File: config.mk
export PLATFORM = sky130hd
export DESIGN_NAME = receive_line_fifo_top_flat
export DESIGN_NICKNAME = d
export VERILOG_FILES = /design/src/sv/rlf_pkg.sv /design/src/sv/rlf_req_if.sv /design/src/sv/rlf_rsp_if.sv /design/src/sv/receive_line_fifo_top.sv /design/src/flat_wrapper.sv
export VERILOG_INCLUDE_DIRS = /design/src /design/src/sv
export SDC_FILE = /design/constraint.sdc
export NUM_CORES = 1
export LEC_CHECK = 0
export ABC_AREA = 1
export BUFFER_PORTS_ARGS = -buffer_cell sky130_fd_sc_hd__buf_4
export CAP_MARGIN = 15
export CORE_ASPECT_RATIO = 2
export CORE_MARGIN = 4
export CORE_UTILIZATION = 60
export CTS_BUF_LIST = sky130_fd_sc_hd__clkbuf_8
export DETAILED_ROUTE_END_ITERATION = 12
export GPL_TIMING_DRIVEN = 0
export PLACE_DENSITY = 0.81
export SLEW_MARGIN = 20
export SYNTH_ARGS = -nofsm -noshare
export SYNTH_HDL_FRONTEND = slang
export SYNTH_SLANG_ARGS = --single-unit
File: constraint.sdc
create_clock -name clk -period 3.5 [get_ports clk]
set_input_delay 0.175 -clock clk [delete_from_list [all_inputs] [get_ports clk]]
set_output_delay 0.175 -clock clk [all_outputs]
set_load 0.005 [all_outputs]
File: src/sv/receive_line_fifo_top_defines.svh
// Assertion macros for the receive line FIFO.
`ifndef RECEIVE_LINE_FIFO_TOP_DEFINES_SVH
`define RECEIVE_LINE_FIFO_TOP_DEFINES_SVH

`ifndef SYNTHESIS
// Same-cycle implication, checked on every rising edge outside reset.
`define RLF_ASSERT_IMPLY(label, clk, rst_n, ante, cons) \
	label: assert property (@(posedge clk) disable iff (!rst_n) (ante) |-> (cons)) \
		else $error("rlf: implication check failed");
// Next-cycle implication.
`define RLF_ASSERT_NEXT(label, clk, rst_n, ante, cons) \
	label: assert property (@(posedge clk) disable iff (!rst_n) (ante) |=> (cons)) \
		else $error("rlf: next-cycle check failed");
`else
`define RLF_ASSERT_IMPLY(label, clk, rst_n, ante, cons)
`define RLF_ASSERT_NEXT(label, clk, rst_n, ante, cons)
`endif

`endif

File: src/sv/rlf_pkg.sv
`default_nettype none
package rlf_pkg;

	localparam int BYTE_W = 8;
	localparam int STAT_W = 7;

	// operation codes
	localparam logic OP_RECEIVE = 1'b0;
	localparam logic OP_READ    = 1'b1;

	localparam logic [BYTE_W-1:0] LINE_FEED = 8'h0A;

endpackage
`default_nettype wire

File: src/sv/rlf_req_if.sv
`default_nettype none
interface rlf_req_if;
	import rlf_pkg::*;

	logic              valid;
	logic              ready;
	logic              operation;
	logic [BYTE_W-1:0] rx_byte;

	modport source (output valid, output operation, output rx_byte, input ready);
	modport sink   (input valid, input operation, input rx_byte, output ready);

endinterface
`default_nettype wire

File: src/sv/rlf_rsp_if.sv
`default_nettype none
interface rlf_rsp_if;
	import rlf_pkg::*;

	logic              valid;
	logic              ready;
	logic [BYTE_W-1:0] data_byte;
	logic              end_of_line;
	logic              read_empty;
	logic              overflow;
	logic [STAT_W-1:0] fill_level;
	logic [STAT_W-1:0] lines_waiting;
	logic              line_ready;

	modport source (
		output valid, output data_byte, output end_of_line, output read_empty,
		output overflow, output fill_level, output lines_waiting, output line_ready,
		input ready
	);
	modport sink (
		input valid, input data_byte, input end_of_line, input read_empty,
		input overflow, input fill_level, input lines_waiting, input line_ready,
		output ready
	);

endinterface
`default_nettype wire

File: src/sv/receive_line_fifo_top.sv
// Channel | Dir | Beat carries
// --------+-----+--------------------------------------------------------------
// req     | in  | operation (0 receive, 1 read), rx_byte
// rsp     | out | data_byte, end_of_line, read_empty, overflow, fill_level,
//         |     | lines_waiting, line_ready
//
// One beat per cycle on req while rsp drains; each result is held in the
// result stage register, fed by the registered read of the byte store.
// The line count is committed as each result leaves, once the popped byte is
// known. arst_n clears pointers, counts and the result valid; the byte store
// and result payload are not reset. A stalled rsp holds its beat, drops req.ready.
`default_nettype none
`include "receive_line_fifo_top_defines.svh"
module receive_line_fifo_top #(
	parameter int DEPTH = 64
) (
	input  wire       clk,
	input  wire       arst_n,
	rlf_req_if.sink   req,
	rlf_rsp_if.source rsp
);
	import rlf_pkg::*;

	localparam int AW = $clog2(DEPTH);
	localparam int CW = $clog2(DEPTH + 1);

	logic [BYTE_W-1:0] mem [DEPTH];

	logic [AW-1:0] rd_ptr_q;
	logic [AW-1:0] wr_ptr_q;
	logic [CW-1:0] count_q;
	logic [CW-1:0] line_q;

	logic              valid_s1;
	logic              pop_s1;
	logic              push_lf_s1;
	logic              empty_s1;
	logic              ovf_s1;
	logic [CW-1:0]     fill_s1;
	logic [BYTE_W-1:0] rd_data_s1;

	logic          in_fire;
	logic          out_fire;
	logic          full;
	logic          is_read;
	logic          do_push;
	logic          do_pop;
	logic          pop_lf;
	logic [CW-1:0] lines_next;

	// handshake and step decode
	assign out_fire  = valid_s1 && rsp.ready;
	assign req.ready = !valid_s1 || rsp.ready;
	assign in_fire   = req.valid && req.ready;
	assign full      = (count_q == CW'(DEPTH));
	assign is_read   = (req.operation == OP_READ);
	assign do_push   = in_fire && !is_read && !full;
	assign do_pop    = in_fire && is_read && (count_q != '0);

	// byte store: write on push, registered read on pop
	always_ff @(posedge clk) begin
		if (do_push) begin
			mem[wr_ptr_q] <= req.rx_byte;
		end
		if (do_pop) begin
			rd_data_s1 <= mem[rd_ptr_q];
		end
	end

	// pointers and byte count
	always_ff @(posedge clk or negedge arst_n) begin
		if (!arst_n) begin
			rd_ptr_q <= '0;
			wr_ptr_q <= '0;
			count_q  <= '0;
		end else begin
			if (do_push) begin
				wr_ptr_q <= (wr_ptr_q == AW'(DEPTH - 1)) ? '0 : wr_ptr_q + 1'b1;
				count_q  <= count_q + 1'b1;
			end else if (do_pop) begin
				rd_ptr_q <= (rd_ptr_q == AW'(DEPTH - 1)) ? '0 : rd_ptr_q + 1'b1;
				count_q  <= count_q - 1'b1;
			end
		end
	end

	// result stage control
	always_ff @(posedge clk or negedge arst_n) begin
		if (!arst_n) begin
			valid_s1 <= 1'b0;
		end else if (req.ready) begin
			valid_s1 <= req.valid;
		end
	end

	// result stage payload
	always_ff @(posedge clk) begin
		if (in_fire) begin
			pop_s1     <= do_pop;
			push_lf_s1 <= do_push && (req.rx_byte == LINE_FEED);
			empty_s1   <= is_read && (count_q == '0);
			ovf_s1     <= !is_read && full;
			if (do_push) begin
				fill_s1 <= count_q + 1'b1;
			end else if (do_pop) begin
				fill_s1 <= count_q - 1'b1;
			end else begin
				fill_s1 <= count_q;
			end
		end
	end

	// line count after the step in the result stage
	assign pop_lf = pop_s1 && (rd_data_s1 == LINE_FEED);
	always_comb begin
		lines_next = line_q;
		if (push_lf_s1) begin
			lines_next = line_q + 1'b1;
		end else if (pop_lf && (line_q != '0)) begin
			lines_next = line_q - 1'b1;
		end
	end

	always_ff @(posedge clk or negedge arst_n) begin
		if (!arst_n) begin
			line_q <= '0;
		end else if (out_fire) begin
			line_q <= lines_next;
		end
	end

	// result beat
	assign rsp.valid         = valid_s1;
	assign rsp.data_byte     = pop_s1 ? rd_data_s1 : '0;
	assign rsp.end_of_line   = pop_lf;
	assign rsp.read_empty    = empty_s1;
	assign rsp.overflow      = ovf_s1;
	assign rsp.fill_level    = STAT_W'(fill_s1);
	assign rsp.lines_waiting = STAT_W'(lines_next);
	assign rsp.line_ready    = (lines_next != '0);

	// checks
	`RLF_ASSERT_IMPLY(a_count_range, clk, arst_n, 1'b1, count_q <= CW'(DEPTH))
	`RLF_ASSERT_IMPLY(a_lines_le_fill, clk, arst_n, valid_s1, lines_next <= fill_s1)
	`RLF_ASSERT_NEXT(a_push_counts, clk, arst_n, do_push, count_q == $past(count_q) + 1'b1)

endmodule
`default_nettype wire

File: src/flat_wrapper.sv
// flat-port wrapper written by rule: the top's interface ports become plain ports
module receive_line_fifo_top_flat import rlf_pkg::*;
#(
	parameter int DEPTH = 64
)
  (clk, arst_n, req_valid, req_operation, req_rx_byte, req_ready, rsp_valid, rsp_data_byte, rsp_end_of_line, rsp_read_empty, rsp_overflow, rsp_fill_level, rsp_lines_waiting, rsp_line_ready, rsp_ready);
  rlf_req_if req_i ();
  rlf_rsp_if rsp_i ();
  input  wire clk;
  input  wire arst_n;
  input wire logic [$bits(req_i.valid)-1:0] req_valid;
  input wire logic [$bits(req_i.operation)-1:0] req_operation;
  input wire logic [$bits(req_i.rx_byte)-1:0] req_rx_byte;
  output wire logic [$bits(req_i.ready)-1:0] req_ready;
  output wire logic [$bits(rsp_i.valid)-1:0] rsp_valid;
  output wire logic [$bits(rsp_i.data_byte)-1:0] rsp_data_byte;
  output wire logic [$bits(rsp_i.end_of_line)-1:0] rsp_end_of_line;
  output wire logic [$bits(rsp_i.read_empty)-1:0] rsp_read_empty;
  output wire logic [$bits(rsp_i.overflow)-1:0] rsp_overflow;
  output wire logic [$bits(rsp_i.fill_level)-1:0] rsp_fill_level;
  output wire logic [$bits(rsp_i.lines_waiting)-1:0] rsp_lines_waiting;
  output wire logic [$bits(rsp_i.line_ready)-1:0] rsp_line_ready;
  input wire logic [$bits(rsp_i.ready)-1:0] rsp_ready;
  assign req_i.valid = req_valid;
  assign req_i.operation = req_operation;
  assign req_i.rx_byte = req_rx_byte;
  assign req_ready = req_i.ready;
  assign rsp_valid = rsp_i.valid;
  assign rsp_data_byte = rsp_i.data_byte;
  assign rsp_end_of_line = rsp_i.end_of_line;
  assign rsp_read_empty = rsp_i.read_empty;
  assign rsp_overflow = rsp_i.overflow;
  assign rsp_fill_level = rsp_i.fill_level;
  assign rsp_lines_waiting = rsp_i.lines_waiting;
  assign rsp_line_ready = rsp_i.line_ready;
  assign rsp_i.ready = rsp_ready;
  receive_line_fifo_top #(.DEPTH(DEPTH)) u_core (.clk(clk), .arst_n(arst_n), .req(req_i), .rsp(rsp_i));
endmodule
==> impl_metrics.yaml <==
timing:
  slew_headroom: 0.215
  fin_ws_ns: -0.180
  worst_slew_pin_slew_ns: 1.17
  setup_violations: 129
  drv_slew: 0
  fin_crit_sh: 1.05
  fin_setup_tns_ns: -6.74
  finalHoldViolCount: 21
  hold_ws_ns: -0.0137
  rsz0062_at_grt: "yes"
  layout_min_cycle_time_ns: 3.68
  timing.fmax_mhz: 272
  skew_ns: 0.0206
worst_setup_path:
  end_kind: "flip-flop"
  cp_common_cell: "nand2_1"
  max_stage_delay_ns: 0.95
  crit_required_ns: 3.79
  setup.worst_path.class: "flip-flop to flip-flop"
  cp_cell_sequence: "nand2_1, nand2_1, inv_1, nand3_2, inv_2, nand4_1, nor2_2"
  slowest_stage: "nor2_2"
  critPathMaxFanout: 12
  cp-start-kind: "flip-flop"
  critPathArrivalTime_ns: 3.97
detailed_routing:
  drt_wl_total_um: 76700
  firstDrtPassIters: 8
  wire_per_inst_um: 29.0
  first_iter_violations: 2088
  ant_nets: 0
  drc: 0
  vias: 16900
  routed_via_density: 6.38
synth:
  ys_ff_latch: 558
  synth_top_area_frac: 0.689
  ys_seq_area_frac: 0.719
  synth_cell_types: 37
  syn-num-nets: 1969
  synth_area_leaders: "edfxtp_1, nor2_1, o21ai_0"
  synthArstFlopShare: 0.0484
  yosysWarnings: 0
  syn_inst: 1948
  synth_area_leader_cell: "edfxtp_1"
  synth_common_cells: "edfxtp_1, nor2_1, o21ai_0, nand2_1, nand3_1"
  syn_area_um2: 23100
  yosys_most_used_dff: "edfxtp_1"
  synth_edf_count: 531
  yosysMostFrequentCell: "edfxtp_1"
  avgSynthCellArea_um2: 11.9
pwr:
  p_leak_nw: 8.97
  power_mw: 20.0
  power_density_nw_per_um2: 784
  ir_drop_uv: 365
cts:
  cts_sinks: 558
  cts_tree: "built"
  cts_root_buf: "clkbuf_8"
  post-cts-setup-buffer-count: 0
  cts_buffers: 74
  clk_latency_ns: 0.67
  path_clk_slew_ns: 0.08
  cts_max_path_buffers: 3
  h-tree-depth: 3
global_route:
  grt_usage: 0.364
  grt_max_degree: 66
  gr-total-overflow: 0
  antenna_found_initial: 1
  grt_first_pass_wirelength_um: 109000
  grt_pass1_vias: 16800
die:
  initial_core_util: 0.608
  fp.dieH_um: 286
  dieArea_um2: 41900
  io_pins: 41
  placementRows: 101
  die_x_um: 147
  core_region_area_um2: 38000
hold_path:
  min_path_type: "input pin to asynchronous set/reset pin"
layout:
  fin_nets: 2092
  fillers: 2760
  syn_to_final_growth_pct: 10.6
  utilization: 0.672
  drive_above_1_share: 0.125
status:
  status: "complete, but fails checks"
  violations: "negative hold slack, negative setup slack"
placement:
  place_ws_ns: -0.0813
  dp_hpwl_um: 51900
  port-buffer-count: 40
  gp_congestion: 1.06
run:
  cap_violations: 0
placed cells by master (no fill, tap or decap), drive strengths merged, types with 10 or more instances in the layout:
cell type	netlist	final
nand4	10	10
nor2	420	420
a21oi	22	22
buf	85	125
inv	73	103
clkinv	3	30
o22ai	21	21
dfrtp	27	27
o21ai	277	277
nand2	237	237
edfxtp	531	531
o211ai	65	65
nand3	125	125
clkbuf	21	97
cell type report:
cell class | count | area (µm²) | area share
diodes | 1 | 2.50 | 0.0000979
plain buffers | 106 | 627 | 0.0245
clock buffers | 76 | 1050 | 0.0409
clock inverters | 61 | 288 | 0.0113
inverters | 76 | 288 | 0.0113
multi-input cells | 1208 | 5680 | 0.222
flip-flops and latches | 558 | 16600 | 0.650
well taps | 515 | 644 | 0.0252
repair buffers | 47 | 370 | 0.0145
per-layer routing:
layer,wire length (µm),share of wire,track usage,vias up
met3,7510,0.098,0.0799,421
met1,23100,0.30,0.377,8015
met4,8730,0.11,0.329,0
met5,0,0,0,-
met2,37400,0.49,0.609,1269
li1,-,-,-,7185
registers in the layout (all words and copies together), names as in the netlist:
signal                 flops
u_core.rsp.valid           1
u_core.rd_data_s1          8
u_core.line_q              7
u_core.wr_ptr_q            6
u_core.rsp.overflow        1
u_core.mem               512
u_core.pop_s1              1
u_core.rsp.read_empty      1
u_core.push_lf_s1          1
u_core.count_q             7
u_core.rd_ptr_q            6
u_core.rsp.fill_level      7
kinds of logic (layout without fill, tap and decap cells):
kind of cell    count (synthesis)  after routing  share of synthesized area
simple gates                  803            803                      0.141
flops                         558            558                      0.719
compound gates                389            389                     0.0939
buf+inv                       182            366                     0.0395
fa+ha+maj                       8              8                    0.00433
xor+xnor                        8              8                    0.00303
other cells                     0              1                          0
report_power, final:
| part | internal, mW | total (mW) | switching, mW |
|---|---|---|---|
| clock network | 2.11 | 4.58 | 2.46 |
| registers | 7.62 | 7.81 | 0.192 |
| logic | 1.93 | 7.65 | 5.72 |
| total | 11.7 | 20.0 | 8.38 |
repair_timing:
| action | 4_1_cts | 5_1_grt |
|---|---|---|
| endpoints found under the setup margin | 47 | 255 |
| hold buffers | 7 | 0 |
| hold endpoints to repair | 32 | 0 |
| pin swaps | 0 | 0 |
| resized for setup | 7 | 28 |
worst max-delay path: cells and delay by family (launching register included):
kind / cells / cell delay (ns)
buffers and inverters: 2 / 0.62
and+or+nand+nor: 5 / 2.28
DFF: 1 / 0.39
metrics by stage:
step           hold WS, ns  instance area (µm²)  instances
2_1_floorplan       -0.121                23100       1948
3_3_place_gp         0.140                24100       2503
3_5_place_dp         0.143                24100       2503
4_1_cts            0.00135                25500       2647
5_1_grt             0.0241                25600       2648
6_report           -0.0137                25600       2648
worst paths after layout:
path                                    from                 end  slack (ns)  cells after the start
max in group asynchronous             arst_n  u_core.rd_ptr_q[4]        2.61                      3
setup reg to reg            u_core.rsp.valid   u_core.mem[48][7]       -0.18                      7
hold reg to reg            u_core.count_q[6]   u_core.count_q[6]        0.54                      2
setup / recovery            u_core.rsp.valid   u_core.mem[48][7]       -0.18                      7
hold / removal                        arst_n  u_core.wr_ptr_q[5]       -0.01                      2
min in group clk              req_rx_byte[1]   u_core.mem[43][1]        0.10                      1
Note: power is estimated with default switching activity, not from simulation.
